### src/design/psc_pkg.sv
// Package: constants, codes and types of the postfix stack calculator.
`timescale 1ns / 1ps
`default_nettype none

package psc_pkg;

    localparam int DATA_WIDTH  = 32;
    localparam int STACK_DEPTH = 64;
    localparam int CNT_W       = $clog2(STACK_DEPTH + 1);
    localparam int ADDR_W      = $clog2(STACK_DEPTH);
    localparam int DIV_CNT_W   = $clog2(DATA_WIDTH);
    localparam int QUEUE_DEPTH = 2;
    localparam int QPTR_W      = $clog2(QUEUE_DEPTH);
    localparam int QCNT_W      = $clog2(QUEUE_DEPTH + 1);

    typedef enum logic [2:0] {
        CMD_PUSH = 3'd0,
        CMD_ADD  = 3'd1,
        CMD_SUB  = 3'd2,
        CMD_MUL  = 3'd3,
        CMD_REM  = 3'd4
    } cmd_t;

    typedef enum logic [2:0] {
        KIND_PUSH,
        KIND_ADD,
        KIND_SUB,
        KIND_MUL,
        KIND_REM,
        KIND_NOP
    } kind_t;

    typedef enum logic [1:0] {
        STAT_DONE      = 2'd0,
        STAT_UNDERFLOW = 2'd1,
        STAT_DIV_ZERO  = 2'd2,
        STAT_OVERFLOW  = 2'd3
    } status_t;

    typedef enum logic [2:0] {
        CORE_IDLE,
        CORE_READ,
        CORE_DIV,
        CORE_DROP,
        CORE_RESP
    } core_state_t;

    typedef enum logic [1:0] {
        DIV_IDLE,
        DIV_RUN,
        DIV_DONE
    } div_state_t;

    typedef struct packed {
        kind_t                   kind;
        logic [DATA_WIDTH-1:0]   value;
    } op_t;

    typedef struct packed {
        logic valid;
        op_t  op;
    } qlink_t;

endpackage

`default_nettype wire

### src/design/psc_div.sv
// Iterative signed remainder unit, one quotient bit per cycle, C truncation.
`timescale 1ns / 1ps
`default_nettype none

module psc_div
    import psc_pkg::*;
(
    input  wire logic                  clk,
    input  wire logic                  rst_n,
    input  wire logic                  start,
    input  wire logic [DATA_WIDTH-1:0] dividend,
    input  wire logic [DATA_WIDTH-1:0] divisor,
    output logic                       done,
    output logic [DATA_WIDTH-1:0]      remainder
);

    div_state_t              state_reg, state_next;
    logic [DIV_CNT_W-1:0]    cnt_reg, cnt_next;
    logic [DATA_WIDTH-1:0]   dvd_reg, dvd_next;
    logic [DATA_WIDTH-1:0]   dvs_reg, dvs_next;
    logic [DATA_WIDTH-1:0]   rem_reg, rem_next;
    logic                    neg_reg, neg_next;
    logic [DATA_WIDTH:0]     shifted;
    logic [DATA_WIDTH:0]     diff;

    always_ff @(posedge clk or negedge rst_n)
    begin
        if (!rst_n)
        begin
            state_reg <= DIV_IDLE;
        end
        else
        begin
            state_reg <= state_next;
        end
    end

    always_ff @(posedge clk)
    begin
        cnt_reg <= cnt_next;
        dvd_reg <= dvd_next;
        dvs_reg <= dvs_next;
        rem_reg <= rem_next;
        neg_reg <= neg_next;
    end

    assign shifted   = {rem_reg, dvd_reg[DATA_WIDTH-1]};
    assign diff      = shifted - {1'b0, dvs_reg};
    assign remainder = neg_reg ? (DATA_WIDTH'(0) - rem_reg) : rem_reg;

    always_comb
    begin
        state_next = state_reg;
        cnt_next   = cnt_reg;
        dvd_next   = dvd_reg;
        dvs_next   = dvs_reg;
        rem_next   = rem_reg;
        neg_next   = neg_reg;
        done       = 1'b0;
        unique case (state_reg)
            DIV_IDLE:
            begin
                if (start)
                begin
                    neg_next   = dividend[DATA_WIDTH-1];
                    dvd_next   = dividend[DATA_WIDTH-1] ? (DATA_WIDTH'(0) - dividend)
                                                        : dividend;
                    dvs_next   = divisor[DATA_WIDTH-1] ? (DATA_WIDTH'(0) - divisor)
                                                       : divisor;
                    rem_next   = '0;
                    cnt_next   = '0;
                    state_next = DIV_RUN;
                end
            end
            DIV_RUN:
            begin
                rem_next = diff[DATA_WIDTH] ? shifted[DATA_WIDTH-1:0] : diff[DATA_WIDTH-1:0];
                dvd_next = {dvd_reg[DATA_WIDTH-2:0], 1'b0};
                cnt_next = cnt_reg + 1'b1;
                if (cnt_reg == DIV_CNT_W'(DATA_WIDTH - 1))
                begin
                    state_next = DIV_DONE;
                end
            end
            DIV_DONE:
            begin
                done       = 1'b1;
                state_next = DIV_IDLE;
            end
            default:
            begin
                state_next = DIV_IDLE;
            end
        endcase
    end

endmodule

`default_nettype wire

### src/design/psc_front.sv
// Front end: takes command words, decodes them and queues them for the core.
`timescale 1ns / 1ps
`default_nettype none

module psc_front
    import psc_pkg::*;
(
    input  wire logic                  clk,
    input  wire logic                  rst_n,
    input  wire logic                  cmd_valid,
    output logic                       cmd_stall,
    input  wire logic [2:0]            cmd,
    input  wire logic [31:0]           operand_value,
    output qlink_t                     q_out,
    input  wire logic                  q_pop
);

    op_t                 q_reg [QUEUE_DEPTH];
    logic [QPTR_W-1:0]   wr_ptr_reg, wr_ptr_next;
    logic [QPTR_W-1:0]   rd_ptr_reg, rd_ptr_next;
    logic [QCNT_W-1:0]   cnt_reg, cnt_next;
    logic                push;
    logic                pop;
    op_t                 dec;

    always_comb
    begin
        dec.value = operand_value;
        unique case (cmd)
            CMD_PUSH: dec.kind = KIND_PUSH;
            CMD_ADD:  dec.kind = KIND_ADD;
            CMD_SUB:  dec.kind = KIND_SUB;
            CMD_MUL:  dec.kind = KIND_MUL;
            CMD_REM:  dec.kind = KIND_REM;
            default:  dec.kind = KIND_NOP;
        endcase
    end

    assign cmd_stall   = (cnt_reg == QCNT_W'(QUEUE_DEPTH));
    assign push        = cmd_valid && !cmd_stall;
    assign pop         = q_pop && (cnt_reg != '0);
    assign q_out.valid = (cnt_reg != '0);
    assign q_out.op    = q_reg[rd_ptr_reg];

    always_comb
    begin
        wr_ptr_next = push ? wr_ptr_reg + 1'b1 : wr_ptr_reg;
        rd_ptr_next = pop ? rd_ptr_reg + 1'b1 : rd_ptr_reg;
        cnt_next    = cnt_reg + QCNT_W'(push) - QCNT_W'(pop);
    end

    always_ff @(posedge clk or negedge rst_n)
    begin
        if (!rst_n)
        begin
            wr_ptr_reg <= '0;
            rd_ptr_reg <= '0;
            cnt_reg    <= '0;
        end
        else
        begin
            wr_ptr_reg <= wr_ptr_next;
            rd_ptr_reg <= rd_ptr_next;
            cnt_reg    <= cnt_next;
        end
    end

    always_ff @(posedge clk)
    begin
        if (push)
        begin
            q_reg[wr_ptr_reg] <= dec;
        end
    end

endmodule

`default_nettype wire

### src/design/psc_core.sv
// Back end: stack memory, top-of-stack register, ALU and result register.
`timescale 1ns / 1ps
`default_nettype none

module psc_core
    import psc_pkg::*;
(
    input  wire logic                  clk,
    input  wire logic                  rst_n,
    input  wire qlink_t                q_in,
    output logic                       q_pop,
    output logic                       rsp_valid,
    input  wire logic                  rsp_stall,
    output logic [1:0]                 status,
    output logic [CNT_W-1:0]           stack_depth,
    output logic [31:0]                top_value,
    output logic                       top_valid
);

    // Entries below the top live in memory; the top lives in top_reg.
    logic [DATA_WIDTH-1:0]  mem [STACK_DEPTH];
    logic [DATA_WIDTH-1:0]  rd_data_reg;
    logic                   mem_we;
    logic [ADDR_W-1:0]      mem_waddr;
    logic                   mem_re;
    logic [ADDR_W-1:0]      mem_raddr;

    core_state_t            state_reg, state_next;
    logic [CNT_W-1:0]       count_reg, count_next;
    logic [DATA_WIDTH-1:0]  top_reg, top_next;
    kind_t                  kind_reg, kind_next;
    status_t                stat_reg, stat_next;

    logic                   rsp_valid_reg, rsp_valid_next;
    status_t                rsp_status_reg;
    logic [CNT_W-1:0]       rsp_depth_reg;
    logic [DATA_WIDTH-1:0]  rsp_top_reg;
    logic                   rsp_load;

    logic [CNT_W-1:0]       cnt_m1;
    logic [CNT_W-1:0]       cnt_m2;
    logic [CNT_W-1:0]       cnt_m3;
    logic                   div_start;
    logic                   div_done;
    logic [DATA_WIDTH-1:0]  div_rem;

    assign cnt_m1 = count_reg - CNT_W'(1);
    assign cnt_m2 = count_reg - CNT_W'(2);
    assign cnt_m3 = count_reg - CNT_W'(3);

    psc_div u_div (
        .clk       (clk),
        .rst_n     (rst_n),
        .start     (div_start),
        .dividend  (rd_data_reg),
        .divisor   (top_reg),
        .done      (div_done),
        .remainder (div_rem)
    );

    always_ff @(posedge clk)
    begin
        if (mem_we)
        begin
            mem[mem_waddr] <= top_reg;
        end
        if (mem_re)
        begin
            rd_data_reg <= mem[mem_raddr];
        end
    end

    always_comb
    begin
        state_next = state_reg;
        count_next = count_reg;
        top_next   = top_reg;
        kind_next  = kind_reg;
        stat_next  = stat_reg;
        mem_we     = 1'b0;
        mem_waddr  = cnt_m1[ADDR_W-1:0];
        mem_re     = 1'b0;
        mem_raddr  = cnt_m2[ADDR_W-1:0];
        div_start  = 1'b0;
        q_pop      = 1'b0;
        rsp_load   = 1'b0;
        unique case (state_reg)
            CORE_IDLE:
            begin
                if (q_in.valid)
                begin
                    q_pop      = 1'b1;
                    kind_next  = q_in.op.kind;
                    stat_next  = STAT_DONE;
                    state_next = CORE_RESP;
                    unique case (q_in.op.kind)
                        KIND_PUSH:
                        begin
                            if (count_reg == CNT_W'(STACK_DEPTH))
                            begin
                                stat_next = STAT_OVERFLOW;
                            end
                            else
                            begin
                                mem_we     = (count_reg != '0);
                                top_next   = q_in.op.value;
                                count_next = count_reg + CNT_W'(1);
                            end
                        end
                        KIND_NOP:
                        begin
                        end
                        default:
                        begin
                            if (count_reg < CNT_W'(2))
                            begin
                                stat_next = STAT_UNDERFLOW;
                            end
                            else
                            begin
                                mem_re     = 1'b1;
                                state_next = CORE_READ;
                            end
                        end
                    endcase
                end
            end
            CORE_READ:
            begin
                state_next = CORE_RESP;
                unique case (kind_reg)
                    KIND_ADD:
                    begin
                        top_next   = rd_data_reg + top_reg;
                        count_next = cnt_m1;
                    end
                    KIND_SUB:
                    begin
                        top_next   = rd_data_reg - top_reg;
                        count_next = cnt_m1;
                    end
                    KIND_MUL:
                    begin
                        top_next   = rd_data_reg * top_reg;
                        count_next = cnt_m1;
                    end
                    default:
                    begin
                        if (top_reg == '0)
                        begin
                            stat_next  = STAT_DIV_ZERO;
                            count_next = cnt_m2;
                            if (count_reg > CNT_W'(2))
                            begin
                                mem_re     = 1'b1;
                                mem_raddr  = cnt_m3[ADDR_W-1:0];
                                state_next = CORE_DROP;
                            end
                        end
                        else
                        begin
                            div_start  = 1'b1;
                            state_next = CORE_DIV;
                        end
                    end
                endcase
            end
            CORE_DIV:
            begin
                if (div_done)
                begin
                    top_next   = div_rem;
                    count_next = cnt_m1;
                    state_next = CORE_RESP;
                end
            end
            CORE_DROP:
            begin
                top_next   = rd_data_reg;
                state_next = CORE_RESP;
            end
            CORE_RESP:
            begin
                if (!rsp_valid_reg || !rsp_stall)
                begin
                    rsp_load   = 1'b1;
                    state_next = CORE_IDLE;
                end
            end
            default:
            begin
                state_next = CORE_IDLE;
            end
        endcase
    end

    assign rsp_valid_next = rsp_load || (rsp_valid_reg && rsp_stall);

    always_ff @(posedge clk or negedge rst_n)
    begin
        if (!rst_n)
        begin
            state_reg     <= CORE_IDLE;
            count_reg     <= '0;
            rsp_valid_reg <= 1'b0;
        end
        else
        begin
            state_reg     <= state_next;
            count_reg     <= count_next;
            rsp_valid_reg <= rsp_valid_next;
        end
    end

    always_ff @(posedge clk)
    begin
        top_reg  <= top_next;
        kind_reg <= kind_next;
        stat_reg <= stat_next;
        if (rsp_load)
        begin
            rsp_status_reg <= stat_reg;
            rsp_depth_reg  <= count_reg;
            rsp_top_reg    <= (count_reg != '0) ? top_reg : '0;
        end
    end

    assign rsp_valid   = rsp_valid_reg;
    assign status      = rsp_status_reg;
    assign stack_depth = rsp_depth_reg;
    assign top_value   = rsp_top_reg[31:0];
    assign top_valid   = (rsp_depth_reg != '0);

endmodule

`default_nettype wire

### src/design/postfix_stack_calculator.sv
// Top level of the postfix stack calculator: front end, queue and core.
// Each command word gives one response word. Push, ignored codes and
// operators skipped for underflow go straight from idle to the response
// state in the core; add, subtract and multiply first read the second
// entry from stack memory, then apply the ALU; a remainder by zero does
// the same read, and a further one when the entry below must be fetched
// as the new top; remainder waits on the remainder unit, which resolves
// one quotient bit per cycle. A two-word queue sits in front of the core,
// so commands are taken while the core is busy, and a response register
// lets the core finish while the response waits. Stack depth is 64 words
// of 32 bits; unwritten stack words are never read.
`timescale 1ns / 1ps
`default_nettype none

module postfix_stack_calculator
    import psc_pkg::*;
(
    input  wire logic                  clk,
    input  wire logic                  rst_n,
    input  wire logic                  cmd_valid,
    output logic                       cmd_stall,
    input  wire logic [2:0]            cmd,
    input  wire logic signed [31:0]    operand_value,
    output logic                       rsp_valid,
    input  wire logic                  rsp_stall,
    output logic [1:0]                 status,
    output logic [6:0]                 stack_depth,
    output logic signed [31:0]         top_value,
    output logic                       top_valid
);

    qlink_t q_link;
    logic   q_pop;

    psc_front u_front (
        .clk           (clk),
        .rst_n         (rst_n),
        .cmd_valid     (cmd_valid),
        .cmd_stall     (cmd_stall),
        .cmd           (cmd),
        .operand_value (operand_value),
        .q_out         (q_link),
        .q_pop         (q_pop)
    );

    psc_core u_core (
        .clk         (clk),
        .rst_n       (rst_n),
        .q_in        (q_link),
        .q_pop       (q_pop),
        .rsp_valid   (rsp_valid),
        .rsp_stall   (rsp_stall),
        .status      (status),
        .stack_depth (stack_depth),
        .top_value   (top_value),
        .top_valid   (top_valid)
    );

endmodule

`default_nettype wire

### config.mk
export PLATFORM = sky130hd
export DESIGN_NAME = postfix_stack_calculator
export DESIGN_NICKNAME = d
export VERILOG_FILES = /design/src/design/psc_pkg.sv /design/src/design/psc_div.sv /design/src/design/psc_front.sv /design/src/design/psc_core.sv /design/src/design/postfix_stack_calculator.sv
export SDC_FILE = /design/constraint.sdc
export NUM_CORES = 2
export LEC_CHECK = 0
export BUFFER_PORTS_ARGS = -buffer_cell sky130_fd_sc_hd__buf_2
export CAP_MARGIN = 5
export CORE_UTILIZATION = 25
export CTS_BUF_LIST = sky130_fd_sc_hd__clkbuf_16
export CTS_CLUSTER_SIZE = 8
export DETAILED_ROUTE_END_ITERATION = 10
export PLACE_DENSITY_LB_ADDON = 0.12
export SLEW_MARGIN = 15
export SYNTH_ARGS = -nofsm -noshare
export SYNTH_HDL_FRONTEND = slang
export SYNTH_SLANG_ARGS = --single-unit
### constraint.sdc
create_clock -name clk -period 13.06 [get_ports clk]
set_input_delay 3.265 -clock clk [delete_from_list [all_inputs] [get_ports clk]]
set_output_delay 3.265 -clock clk [all_outputs]
set_load 0.05 [all_outputs]
==> out/metrics.cfg <==
[timing]
fin_ws_ns=3.76
rsz0062_at_grt=no
max_slew_margin_pct=3.31
fin_worst_skew_ns=0.0932
hold_viol_final=0
drv_slew=0
setup_violations=0
fin_setup_tns_ns=0
max_freq_ghz=0.107
period_share_pct=71.2
worstMarginPinSlew_ns=1.44
period_needed_ns=9.30

[outcome]
violations=design-rule violations
status=complete, but fails checks

[worst_setup_path]
critPathLaunchType=register
end_kind=register
required_ns=13.66
slowest_delay_ns=1.04
cp_slowest_cell=edfxtp_1
critPathMaxFanout=76
cp_top_family=adder cells
criticalPathCategory=register to register
crit_chain=buf_4, and2_1, fa_1, fa_1, fa_1, inv_1, fa_1, inv_1, fa_1, fa_1, fa_1, fa_1, ha_1, a21o_1, a21o_1, a21o_1, a2111oi_0, o21bai_1, o21bai_1, a22oi_1, mux2_2, o31a_1, a21oi_1, o21ai_0
cp_data_arrival_time_ns=9.90
path_buf_inv=3
path_common_cell=fa_1

[place]
port_buffers=82
dp.final_hpwl_um=279000
gp_congestion=0.820
place_ws_ns=3.75

[route]
routedWlPerCell_um=29.9
viasPerCell=4.95
drtIter0Drc=6993
drt-total-wl_um=467000
vias=77300
drt_pass1_iterations=9
drc_errors=90
ant_nets=0

[clocking]
cts_buffers=337
htree_levels=5
root_buffer=clkbuf_16
cts_hold_buffers=0
post_cts_buffers=0
post_cts_resized=0
cts_tree=built
cts.sinks=2347
cts.clk_slew.worst_paths_ns=0.06
insertion_delay_ns=0.96
clockBufferDepth=4

[floorplan]
io_pins=83
start_util_pct=25.1
die_h_um=681
die_w_um=681
core_um2=460000
die-area_um2=464000
rows=249

[logic_synthesis]
synthArstFlopShare_pct=0.724
synth_cell_types=84
synthFlopType=edfxtp_1
synth_top_area_cell=edfxtp_1
avgSynthCellArea_um2=12.5
ys_top_cells_by_area=edfxtp_1, fa_1, nand2_1
yosysSeqAreaShare_pct=61.0
syn_nets=9888
yosysTopAreaCellShare_pct=60.6
synth-seq-cells=2347
syn_inst=9237
synth_area_um2=115000
ys_warn_count=0
synth-edff-count=2330

[global_route]
grt_max_degree=129
grt_usage_pct=19.6
grt_pass1_wl_um=641000
antenna_found_initial=50
grt_pass1_vias=77400
grt-ovfl-total=0

[final_layout]
area_growth_syn_to_layout_pct=15.8
fin_nets=10000
regArea_um2=70400
final_util_pct=29.1
n_fill_cell=46700
largest_register_ffs=2048
multi_input_area_um2=41900
most-common-layout-cells=edfxtp_1, nand2_1, nand3_1
drive_gt1_share_pct=9.70
layout_commonest_cell=edfxtp_1

[min_path]
hp-class=register to register

[job]
drv_cap=0

cells in the mapped netlist, types with 31 or more instances:
library cell  number
buf_1             77
fa_1             410
nor2b_1           31
o22ai_1           78
a21oi_1          240
ha_1             202
a31oi_1           52
nand3_1          536
nor2_1           248
xnor2_1          143
mux2i_1          450
buf_2             76
and2_1           376
edfxtp_1        2330
a211oi_1          81
inv_1            452
nand2_1         1848
clkbuf_1         403
o31ai_1           33
and3_1            39
xor2_1           124
or4_1             35
nor4_1            32
a21o_1            42
a32oi_1          150
o21ai_0          198
nand4_1          107
nor3_1            72
area by class of cell:
cell class	instances	share of cell area, %
Sequential cell	2347	52.7
Multi-Input combinational cell	5877	31.4
Clock buffer	341	6.39
Tap cell	6149	5.76
Timing Repair Buffer	375	2.11
Inverter	454	1.28
Clock inverter	62	0.393
Antenna cell	23	0.0431
through the flow:
step / std cells / cell area, um^2 / hold slack, ns
floorplan: 9237 / 115000 / 0.400
global placement: 15200 / 124000 / 0.486
detailed placement: 15200 / 124000 / 0.503
CTS: 15600 / 134000 / 0.514
global route: 15600 / 134000 / 0.522
finish: 15600 / 134000 / 0.514
logic make-up after synthesis:
group | Yosys count | share of synthesized area, %
compound gates | 1102 | 6.45
xor+xnor | 268 | 2.04
fa+ha+maj | 612 | 9.30
buf+inv | 1013 | 3.39
flops | 2347 | 61.0
mux | 480 | 4.41
simple gates | 3415 | 13.4
worst register-to-register path, delay by kind of cell, from the launching register on:
family	cells	cell delay, ns
fa+ha+maj	9	4.23
compound gates	10	2.10
flops	1	1.04
buf+inv	3	0.94
mux	1	0.37
simple gates	1	0.27
per-layer routing:
metal  global-route usage, %  vias up  share of wire, %
met5                       0        -             0.013
met4                    6.18        8               3.4
met3                    2.51      607               5.2
met2                    32.9     2507                48
met1                    26.3    40700                44
li1                        -    33500                 -
path summary, 6_finish.rpt:
kind                                              start                         endpoint  slack (ns)  cells after the start
max in group asynchronous                         rst_n  u_core.count_reg[1]$_DFFE_PN0P_       10.20                      1
min in group asynchronous                         rst_n   u_front.wr_ptr_reg$_DFFE_PN0P_        2.38                      1
setup / recovery            u_core.top_reg[6]$_DFFE_PP_     u_core.top_reg[30]$_DFFE_PP_        3.76                     24
hold / removal             u_front.cnt_reg[1]$_DFF_PN0_     u_front.cnt_reg[1]$_DFF_PN0_        0.51                      1
hold reg to reg            u_front.cnt_reg[1]$_DFF_PN0_     u_front.cnt_reg[1]$_DFF_PN0_        0.51                      1
setup reg to reg            u_core.top_reg[6]$_DFFE_PP_     u_core.top_reg[30]$_DFFE_PP_        3.76                     24
Power is not shown: default switching activity piles up to over one toggle a cycle in this logic, so the estimate is an artifact.
